--- config.mk ---
export PLATFORM = sky130hd
export DESIGN_NAME = realized_variance_volatility_unit
export DESIGN_NICKNAME = d
export VERILOG_FILES = /design/src/design/rvv_pkg.sv /design/src/design/rvv_div_sqrt.sv /design/src/design/realized_variance_volatility_unit.sv
export SDC_FILE = /design/constraint.sdc
export NUM_CORES = 2
export LEC_CHECK = 0
export BUFFER_PORTS_ARGS = -buffer_cell sky130_fd_sc_hd__buf_2
export CORE_ASPECT_RATIO = 2
export CORE_MARGIN = 2
export CORE_UTILIZATION = 50
export DETAILED_ROUTE_END_ITERATION = 6
export GPL_ROUTABILITY_DRIVEN = 0
export PLACE_DENSITY_LB_ADDON = 0.12
export SYNTH_ARGS = -nofsm -noshare
export SYNTH_HDL_FRONTEND = slang
export SYNTH_SLANG_ARGS = --single-unit
--- constraint.sdc ---
create_clock -name aclk -period 23.2 [get_ports aclk]
set_clock_uncertainty 0.2 [all_clocks]
set_input_delay 3.48 -clock aclk [delete_from_list [all_inputs] [get_ports aclk]]
set_output_delay 3.48 -clock aclk [all_outputs]
set_load 0.05 [all_outputs]
--- src/design/rvv_pkg.sv ---
// Shared types and constants for the realized variance / volatility unit.
`timescale 1ns / 1ps

package rvv_pkg;

    localparam int SUM_W      = 64;  // Q32.32 sum of squared differences
    localparam int TS_W       = 32;  // time span, Q16.16
    localparam int RES_W      = 48;  // result, Q32.16
    localparam int MAG_W      = 32;  // difference magnitude fed to the multiplier
    localparam int DIV_W      = 80;  // dividend / quotient shift register
    localparam int ROOT_W     = 40;
    localparam int SREM_W     = 42;  // root remainder
    localparam int SU_W       = 44;  // shared subtractor operand width
    localparam int CNT_W      = 7;
    localparam int CFG_IDX_W  = 2;
    localparam int CFG_DATA_W = 32;

    localparam logic [CNT_W-1:0] DIV_LAST_STEP  = CNT_W'(DIV_W - 1);
    localparam logic [CNT_W-1:0] SQRT_LAST_STEP = CNT_W'(ROOT_W - 1);

    localparam logic [RES_W-1:0] RESULT_MAX = '1;
    localparam logic [SUM_W-1:0] SUM_MAX    = '1;
    localparam logic [TS_W-1:0]  TS_RESET   = TS_W'(65536);

    localparam logic [CFG_IDX_W-1:0] REG_TIME_SPAN = CFG_IDX_W'(0);
    localparam logic [CFG_IDX_W-1:0] REG_VOL_MODE  = CFG_IDX_W'(1);

    typedef struct packed {
        logic start;
        logic vol_mode;
    } rvv_req_t;

    typedef struct packed {
        logic busy;
        logic done;
    } rvv_stat_t;

endpackage

--- src/design/rvv_div_sqrt.sv ---
// Bit-serial divide and square root engine around one shared subtractor.
`timescale 1ns / 1ps

module rvv_div_sqrt import rvv_pkg::*; (
    input  logic              aclk,
    input  logic              aresetn,
    input  rvv_req_t          req,
    input  logic [SUM_W-1:0]  sum,
    input  logic [TS_W-1:0]   time_span,
    output rvv_stat_t         stat,
    output logic [RES_W-1:0]  result,
    output logic              clamped
);

    typedef enum logic [1:0] {
        E_IDLE,
        E_DIV,
        E_SQRT,
        E_DONE
    } eng_state_t;

    eng_state_t          state_reg;
    logic                vol_reg;
    logic [CNT_W-1:0]    cnt_reg;
    logic [DIV_W-1:0]    work_reg;
    logic [TS_W-1:0]     rem_reg;
    logic [SREM_W-1:0]   srem_reg;
    logic [ROOT_W-1:0]   root_reg;
    logic [RES_W-1:0]    result_reg;
    logic                clamped_reg;

    logic [TS_W:0]       rem_sh;
    logic [SU_W-1:0]     srem_sh;
    logic [SU_W-1:0]     su_a;
    logic [SU_W-1:0]     su_b;
    logic [SU_W:0]       su_diff;
    logic                su_ge;
    logic [DIV_W-1:0]    quot_next;
    logic [ROOT_W-1:0]   root_next;

    always_comb begin
        rem_sh  = {rem_reg, work_reg[DIV_W-1]};
        srem_sh = {srem_reg, work_reg[DIV_W-1 -: 2]};
        unique case (state_reg)
            E_DIV: begin
                su_a = SU_W'(rem_sh);
                su_b = SU_W'(time_span);
            end
            E_SQRT: begin
                su_a = srem_sh;
                su_b = SU_W'({root_reg, 2'b01});
            end
            default: begin
                su_a = '0;
                su_b = '0;
            end
        endcase
        // the one subtract/compare shared by both iterations
        su_diff   = {1'b0, su_a} - {1'b0, su_b};
        su_ge     = !su_diff[SU_W];
        quot_next = {work_reg[DIV_W-2:0], su_ge};
        root_next = {root_reg[ROOT_W-2:0], su_ge};
    end

    always_ff @(posedge aclk) begin
        if (!aresetn) begin
            state_reg   <= E_IDLE;
            cnt_reg     <= '0;
            vol_reg     <= 1'b0;
            clamped_reg <= 1'b0;
        end else begin
            unique case (state_reg)
                E_IDLE: begin
                    if (req.start) begin
                        vol_reg   <= req.vol_mode;
                        work_reg  <= req.vol_mode ? {sum, 16'b0} : {16'b0, sum};
                        rem_reg   <= '0;
                        cnt_reg   <= DIV_LAST_STEP;
                        state_reg <= E_DIV;
                    end
                end
                E_DIV: begin
                    rem_reg  <= su_ge ? su_diff[TS_W-1:0] : rem_sh[TS_W-1:0];
                    work_reg <= quot_next;
                    if (cnt_reg == '0) begin
                        if (vol_reg) begin
                            srem_reg  <= '0;
                            root_reg  <= '0;
                            cnt_reg   <= SQRT_LAST_STEP;
                            state_reg <= E_SQRT;
                        end else begin
                            // quotient above 48 bits clamps
                            if (|quot_next[DIV_W-1:RES_W]) begin
                                result_reg  <= RESULT_MAX;
                                clamped_reg <= 1'b1;
                            end else begin
                                result_reg  <= quot_next[RES_W-1:0];
                                clamped_reg <= 1'b0;
                            end
                            state_reg <= E_DONE;
                        end
                    end else begin
                        cnt_reg <= cnt_reg - 1'b1;
                    end
                end
                E_SQRT: begin
                    srem_reg <= su_ge ? su_diff[SREM_W-1:0] : srem_sh[SREM_W-1:0];
                    root_reg <= root_next;
                    work_reg <= {work_reg[DIV_W-3:0], 2'b00};
                    cnt_reg  <= cnt_reg - 1'b1;
                    if (cnt_reg == '0) begin
                        result_reg  <= RES_W'(root_next);
                        clamped_reg <= 1'b0;
                        state_reg   <= E_DONE;
                    end
                end
                E_DONE: begin
                    state_reg <= E_IDLE;
                end
                default: begin
                    state_reg <= E_IDLE;
                end
            endcase
        end
    end

    assign stat.busy = (state_reg != E_IDLE);
    assign stat.done = (state_reg == E_DONE);
    assign result    = result_reg;
    assign clamped   = clamped_reg;

endmodule

--- src/design/realized_variance_volatility_unit.sv ---
// Top level: sample stream in, squared-difference accumulation, path result out.
// A sample that is not last passes the accept, multiply and accumulate steps.
// A last sample adds a finish step, then runs the bit-serial divider for variance, or
// the divider and root for volatility, which share one subtractor.
// A zero sum or a zero time span skips the engine and goes from the finish step to emit.
// Reset (synchronous, active low) clears the path state and output; time_span = 1.0.
`timescale 1ns / 1ps

module realized_variance_volatility_unit import rvv_pkg::*; #(
    parameter int  SAMPLE_WIDTH = 32,
    localparam int S_TDATA_W    = ((SAMPLE_WIDTH + 7) / 8) * 8
) (
    input  logic                    aclk,
    input  logic                    aresetn,
    // slave stream
    input  logic                    s_axis_tvalid,
    output logic                    s_axis_tready,
    input  logic [S_TDATA_W-1:0]    s_axis_tdata,   // sample
    input  logic                    s_axis_tlast,   // last_sample
    // master stream
    output logic                    m_axis_tvalid,
    input  logic                    m_axis_tready,
    output logic [RES_W-1:0]        m_axis_tdata,   // path_result
    output logic                    m_axis_tuser,   // overflowed
    // configuration writes
    input  logic                    cfg_valid,
    output logic                    cfg_ready,
    input  logic [CFG_IDX_W-1:0]    cfg_index,
    input  logic [CFG_DATA_W-1:0]   cfg_data
);

    localparam int MW = SAMPLE_WIDTH + 1;

    typedef enum logic [2:0] {
        S_IDLE,
        S_MUL,
        S_ACC,
        S_FIN,
        S_WAIT,
        S_EMIT
    } state_t;

    state_t                     state_reg;
    logic [TS_W-1:0]            time_span_reg;
    logic                       vol_mode_reg;
    logic [SAMPLE_WIDTH-1:0]    prev_reg;
    logic                       have_prev_reg;
    logic [SUM_W-1:0]           sum_reg;
    logic                       sum_sat_reg;
    logic [MAG_W-1:0]           mag_reg;
    logic                       big_reg;
    logic                       do_acc_reg;
    logic                       last_reg;
    logic [SUM_W-1:0]           prod_reg;
    logic [RES_W-1:0]           res_reg;
    logic                       ovf_reg;
    logic                       m_valid_reg;
    logic [RES_W-1:0]           m_data_reg;
    logic                       m_user_reg;

    logic [SAMPLE_WIDTH-1:0]    sample_in;
    logic signed [MW-1:0]       diff;
    logic [MW-1:0]              mag;
    logic [63:0]                mag_ext;
    logic [SUM_W-1:0]           sq;
    logic [SUM_W:0]             sum_add;
    logic [SUM_W-1:0]           sum_next;
    logic                       sat_next;
    logic                       s_accept;
    logic                       out_free;

    rvv_req_t                   eng_req;
    rvv_stat_t                  eng_stat;
    logic [RES_W-1:0]           eng_result;
    logic                       eng_clamped;

    always_comb begin
        sample_in = s_axis_tdata[SAMPLE_WIDTH-1:0];
        diff      = $signed({sample_in[SAMPLE_WIDTH-1], sample_in})
                  - $signed({prev_reg[SAMPLE_WIDTH-1], prev_reg});
        mag       = diff[MW-1] ? MW'(-diff) : MW'(diff);
        mag_ext   = 64'(mag);

        sq        = big_reg ? SUM_MAX : prod_reg;
        sum_add   = {1'b0, sum_reg} + {1'b0, sq};
        sum_next  = sum_add[SUM_W] ? SUM_MAX : sum_add[SUM_W-1:0];
        sat_next  = sum_sat_reg | big_reg | sum_add[SUM_W];
    end

    assign s_axis_tready = (state_reg == S_IDLE);
    assign s_accept      = s_axis_tvalid && s_axis_tready;
    assign out_free      = !m_valid_reg || m_axis_tready;
    assign cfg_ready     = 1'b1;

    assign eng_req.start    = (state_reg == S_FIN) && (sum_reg != '0) && (time_span_reg != '0);
    assign eng_req.vol_mode = vol_mode_reg;

    rvv_div_sqrt u_div_sqrt (
        .aclk      (aclk),
        .aresetn   (aresetn),
        .req       (eng_req),
        .sum       (sum_reg),
        .time_span (time_span_reg),
        .stat      (eng_stat),
        .result    (eng_result),
        .clamped   (eng_clamped)
    );

    always_ff @(posedge aclk) begin
        if (!aresetn) begin
            state_reg     <= S_IDLE;
            time_span_reg <= TS_RESET;
            vol_mode_reg  <= 1'b0;
            prev_reg      <= '0;
            have_prev_reg <= 1'b0;
            sum_reg       <= '0;
            sum_sat_reg   <= 1'b0;
            m_valid_reg   <= 1'b0;
        end else begin
            if (cfg_valid && cfg_ready) begin
                priority if (cfg_index == REG_TIME_SPAN) begin
                    time_span_reg <= cfg_data[TS_W-1:0];
                end else if (cfg_index == REG_VOL_MODE) begin
                    vol_mode_reg <= cfg_data[0];
                end
            end

            priority if ((state_reg == S_EMIT) && out_free) begin
                m_valid_reg <= 1'b1;
            end else if (m_valid_reg && m_axis_tready) begin
                m_valid_reg <= 1'b0;
            end

            unique case (state_reg)
                S_IDLE: begin
                    if (s_accept) begin
                        mag_reg       <= mag_ext[MAG_W-1:0];
                        big_reg       <= |mag_ext[63:MAG_W];
                        do_acc_reg    <= have_prev_reg;
                        last_reg      <= s_axis_tlast;
                        prev_reg      <= sample_in;
                        have_prev_reg <= 1'b1;
                        state_reg     <= S_MUL;
                    end
                end
                S_MUL: begin
                    prod_reg  <= mag_reg * mag_reg;
                    state_reg <= S_ACC;
                end
                S_ACC: begin
                    if (do_acc_reg) begin
                        sum_reg     <= sum_next;
                        sum_sat_reg <= sat_next;
                    end
                    state_reg <= last_reg ? S_FIN : S_IDLE;
                end
                S_FIN: begin
                    priority if (sum_reg == '0) begin
                        res_reg   <= '0;
                        ovf_reg   <= sum_sat_reg;
                        state_reg <= S_EMIT;
                    end else if (time_span_reg == '0) begin
                        res_reg   <= RESULT_MAX;
                        ovf_reg   <= 1'b1;
                        state_reg <= S_EMIT;
                    end else begin
                        state_reg <= S_WAIT;
                    end
                end
                S_WAIT: begin
                    if (eng_stat.done) begin
                        res_reg   <= eng_result;
                        ovf_reg   <= sum_sat_reg | eng_clamped;
                        state_reg <= S_EMIT;
                    end
                end
                S_EMIT: begin
                    if (out_free) begin
                        m_data_reg    <= res_reg;
                        m_user_reg    <= ovf_reg;
                        prev_reg      <= '0;
                        have_prev_reg <= 1'b0;
                        sum_reg       <= '0;
                        sum_sat_reg   <= 1'b0;
                        state_reg     <= S_IDLE;
                    end
                end
                default: begin
                    state_reg <= S_IDLE;
                end
            endcase
        end
    end

    assign m_axis_tvalid = m_valid_reg;
    assign m_axis_tdata  = m_data_reg;
    assign m_axis_tuser  = m_user_reg;

    // a saturated sum is always pinned at full scale
    a_sat_pins_sum: assert property (@(posedge aclk) disable iff (!aresetn)
        sum_sat_reg |-> (sum_reg == SUM_MAX))
        else $error("saturated sum not at full scale");

    // the engine runs only while the sequencer waits on it
    a_engine_owned: assert property (@(posedge aclk) disable iff (!aresetn)
        eng_stat.busy |-> (state_reg == S_WAIT))
        else $error("engine busy outside wait state");

    // the engine is only started with a nonzero divisor and sum
    a_start_operands: assert property (@(posedge aclk) disable iff (!aresetn)
        eng_req.start |-> (time_span_reg != '0) && (sum_reg != '0))
        else $error("engine started with zero operand");

    // a result transaction clears the path state
    a_emit_clears: assert property (@(posedge aclk) disable iff (!aresetn)
        (state_reg == S_EMIT) && out_free |=> !have_prev_reg && (sum_reg == '0))
        else $error("path state not cleared after result");

endmodule
==> Word-level counts from Yosys, hierarchy flattened <==
Index checks and enable logic that the tools add are counted.
{ "op_classes": {"reduce_logical": 41, "multipliers": 1, "muxes": 65, "addsub": 5, "n_eq_ne": 20, "bitwise": 4} }
{ "ops": {"columns": ["cell", "count"], "rows": [
  ["two-way mux 48 bit", 7],
  ["two-way mux 64 bit", 4],
  ["case mux 80 bit (3 select lines)", 1],
  ["case mux 48 bit (2 select lines)", 2],
  ["case mux 42 bit (2 select lines)", 2],
  ["two-way mux 32 bit", 5],
  ["two-way mux 80 bit", 2],
  ["case mux 32 bit (2 select lines)", 2],
  ["case mux 64 bit (2 select lines)", 1],
  ["two-way mux 42 bit", 3],
  ["case mux 44 bit (2 select lines)", 1],
  ["two-way mux 40 bit", 2],
  ["case mux 40 bit (2 select lines)", 1],
  ["adder 64 x 64 -> 65 bit", 1],
  ["zero test 64 bit", 1],
  ["multiplier 32 x 32 -> 64 bit", 1],
  ["nonzero test 64 bit", 1],
  ["subtractor 44 x 42 -> 45 bit", 1],
  ["negation 33 bit", 1],
  ["subtractor 32 x 32 -> 33 bit", 1],
  ["zero test 32 bit", 1],
  ["nonzero test 32 bit", 1],
  ["OR reduction 32 bit", 1],
  ["AND reduction 3 bit", 10],
  ["31 further kinds", 83]
]} }
{ "word_totals": {"out_inout_bits": 52, "reg_bits": 585} }

==> Logic depth before layout (Yosys ltp) <==
{ "logic_depth": {"depth_word": 8, "depth_mapped": 33} }

==> Modules after synthesis <==
Synthesis repeated with hierarchy kept, for this count alone.
{ "hier_totals": {"hier_cells": 6501, "hier_area_um2": 62207.2} }
{ "modules_own_cells": {"columns": ["mod", "cells_per_inst", "area_each_um2", "n_inst", "seq_area_each_um2"], "rows": [
  ["realized_variance_volatility_unit", 5056, 47759.6, 1, 8588.2],
  ["rvv_div_sqrt", 1445, 14447.6, 1, 7487.2]
]} }

==> Worst setup path after synthesis <==
No wires, ideal clock.
{ "synth_timing": {"kind": "input port to flip-flop", "start": "in aresetn", "end": "reg u_div_sqrt.root_reg[0], enable pin", "arrival_time_ns": 9.813, "setup_ns": 0.644, "stages": 3, "setup_slack_ns": 12.542, "n_path_buf": 1, "path_cell_list": "clkbuf_1 -> nand2_1 -> a211oi_1"} }
{ "synth_between": {"elab_chain_cells": 1} }
{ "synth_lines": {"columns": ["item", "line_no", "text"], "rows": [
  ["from (decl)", "realized_variance_volatility_unit.sv:14", "input logic aresetn,"],
  ["AND reduction 4 bit (no source line)", null, null],
  ["to (signal assigned)", "rvv_div_sqrt.sv:108", "root_reg <= root_next;"],
  ["to (decl)", "rvv_div_sqrt.sv:28", "logic [ROOT_W-1:0] root_reg;"]
]} }
Every way passes these cells.
A chain may end at the register's enable or synchronous reset.

==> Worst setup path after layout <==
{ "layout_timing": {"start": "reg mag_reg[13]", "end": "reg prod_reg[63], data pin"} }
{ "layout_between": {"elab_chain_cells": 1} }
{ "layout_lines": {"columns": ["item", "line_no", "text"], "rows": [
  ["from (decl)", "realized_variance_volatility_unit.sv:50", "logic [MAG_W-1:0] mag_reg;"],
  ["from (signal assigned)", "realized_variance_volatility_unit.sv:137", "mag_reg <= mag_ext[MAG_W-1:0];"],
  ["multiplier 32 x 32 -> 64 bit", "realized_variance_volatility_unit.sv:147", "prod_reg <= mag_reg * mag_reg;"],
  ["to (signal assigned)", "realized_variance_volatility_unit.sv:147", null],
  ["to (decl)", "realized_variance_volatility_unit.sv:54", "logic [SUM_W-1:0] prod_reg;"]
]} }
Every way passes these cells.

==> run summary <==
Outcome -> complete, no violations
RSZ-0062 raised after global routing -> false
Post-synth EDFFs -> 438
Slew Limit Fails -> 0
Rows -> 182
HPWL Detailed -> 128 mm
Worst Setup SP -> mag_reg[13]
Fill count -> 11,100
Worst r2r src -> mag_reg[13]
# IOs -> 124
Finished Core Util -> 0.534
Area Growth Syn to Fin -> 6.38%
Netlist cell types -> 88
Most frequent cells in the layout -> 1,074 x inv_1, 798 x fa_1, 707 x nand2_1
Fin cells -> 7,931
Final hold violations -> 0
CTS H-tree lvls -> 2
Die Ht -> 500 um
Fraction of registers with async set/reset -> 0
Area of the multi-input gates -> 40,200 um^2
Nets -> 7,623
CP Capture Type -> register
Via count -> 45,800
Clk_lat worst skew -> 660 ps
Port-buffer cells -> 122
Final worst path period share -> 0.421
CP max FO -> 25
First-pass GRT wire length -> 271 mm
Register area -> 16,100 um^2
Die ar. -> 126,000 um^2
Initial Utilization -> 0.502
Final worst path period need -> 9760 ps
Worst path required time -> 23,380 ps
Primary FF master, synth -> edfxtp_1
Post-Route WL -> 172 mm
Max-cap violations -> 0
Post-Synthesis Cells -> 6,395
Post-Syn Area per Cell -> 9.61 um^2
DRC -> 0
Layout cells sized above 1 -> 0.0647
Global Route Usage Sum -> 0.276
Worst-margin pin slew -> 1130 ps
Warnings from Yosys -> 0
Vias in the first global route -> 47,400
Largest net degree at the start of global routing -> 90
Initial antenna violation count -> 5
Placed Cells -> 7,818
# hold bufs at CTS -> 0
Vias per cell -> 5.78
Die Width -> 252 um
Syn Std Cell Area -> 61,500 um^2
Post-DRT Antenna Nets -> 0
Cts bufs inserted -> 60
DR iter-0 viols -> 3,638
Syn nets -> 7,702
Final instance area -> 65,400 um^2
Register area share after synthesis -> 0.261
CTS clk-pin slew, worst paths -> 70 ps
Core Region -> 123,000 um^2
Hold path start -> res_reg[14]
Root Buffer -> clkbuf_16
Max reg flops -> 80
Worst slew margin -> 0.248
Setup TNS -> 0 ps
Commonest non-fill, non-tap cell in the layout -> inv_1
Worst min path class -> reg2reg
Post-CTS Resized -> 0
Placed inst area -> 63,400 um^2
# Post-CTS Setup Buffers -> 0
GRT overflow -> 0
Setup crit start kind -> register
Number of synthesized register bits -> 584
Clock sink total -> 584
R2R cell count -> 27
CP Data Arrival Time -> 9940 ps
Routed len/inst -> 21.7 um
Hold depth -> 0
Critical path type -> reg2reg
Worst-case clock buffer depth -> 3
Setup Viol. Count Final -> 0
CTS tree -> built
DR pass1 iterations -> 6
Fmax -> 0.102 GHz
[worst paths after layout]
kind	to	slack (ps)
setup / recovery	prod_reg[63]	13440
hold / removal	m_axis_tdata[14]	220
setup reg to reg	prod_reg[63]	13440
hold reg to reg	m_axis_tdata[14]	220
[per-stage QoR]
step / worst slack (ps) / hold slack [ps]
after floorplan: 12540 / 200
after global placement: 13610 / 204
after detailed placement: 13540 / 205
after CTS: 13500 / 211
after global routing: 13130 / 225
final: 13440 / 216
[layer usage]
layer,global-route usage,part of all wire,wire (um)
met1,0.368,0.41,70000
met2,0.465,0.49,84100
met3,0.0349,0.063,10900
met4,0.0968,0.042,7160
met5,0,0,0
[cell usage after synthesis, types with 6 or more instances]
cell type,n,area share
and2_1,308,0.031
o21a_1,22,0.0027
o211ai_1,15,0.0018
a21boi_0,32,0.0039
nand2_1,707,0.043
nand4_1,60,0.0061
ha_1,437,0.089
a211oi_1,73,0.0089
a31oi_1,37,0.0038
nor2b_1,33,0.0034
nor4_1,44,0.0045
a221o_1,6,0.00098
o21ai_0,177,0.014
edfxtp_1,438,0.21
a21o_1,113,0.014
o2111ai_1,8,0.0011
a21oi_1,399,0.032
nand2b_1,35,0.0036
inv_1,1075,0.066
nand3_1,51,0.0042
and3_1,34,0.0035
o21bai_1,44,0.0054
clkbuf_1,302,0.018
and4_1,8,0.0011
o31ai_1,20,0.0024
buf_1,10,0.00061
nor2_1,184,0.011
a221oi_1,8,0.0011
buf_2,14,0.0011
xor2_1,103,0.015
or3_1,10,0.0010
a22o_1,65,0.0093
o31a_1,53,0.0076
a22oi_1,128,0.016
or2_2,75,0.0076
nor3_1,44,0.0036
o21ai_1,11,0.00090
fa_1,798,0.26
xnor2_1,146,0.021
a31o_2,13,0.0019
mux2i_1,11,0.0018
a2111oi_0,6,0.00085
dfxtp_1,146,0.048
[cells by family (layout without fill, tap and decap cells)]
family          Yosys count  after routing  share of synthesized area
simple gates           1619           1619                      0.128
buf+inv                1407           1378                     0.0864
compound gates         1287           1287                      0.138
fa+ha+maj              1235           1235                      0.349
flops                   584            584                      0.261
xor+xnor                249            249                     0.0355
mux                      13             13                    0.00216
other cells               1              2                  0.0000610
[critical path, cell delays in order, from the launching register on]
cell       delay, ps
edfxtp_1         320
buf_4            380
clkinv_1         600
nor2_1           340
fa_1             430
inv_1            130
fa_1             450
fa_1             520
fa_1             520
inv_1             60
fa_1             590
fa_1             440
fa_1             490
inv_1             50
fa_1             470
inv_1             40
ha_1             420
nand2_1          100
o21ai_0          200
a211oi_1         130
o211ai_1         260
a2111oi_0        160
o31ai_1          680
nand2_1          120
o31ai_1          550
a31oi_1          240
o41ai_1          430
xnor2_1          110
[final cells by class]
class | count | area share
inverters | 1078 | 0.0619
diodes | 1 | 0.0000383
clock inverters | 23 | 0.00354
multi-input cells | 4404 | 0.615
repair buffers | 188 | 0.0169
well taps | 1564 | 0.0299
clock buffers | 89 | 0.0270
flip-flops and latches | 584 | 0.246
Power is left out: the tool's default activity adds up to more than one toggle a clock period on the data nets, which glitch-free logic cannot reach.
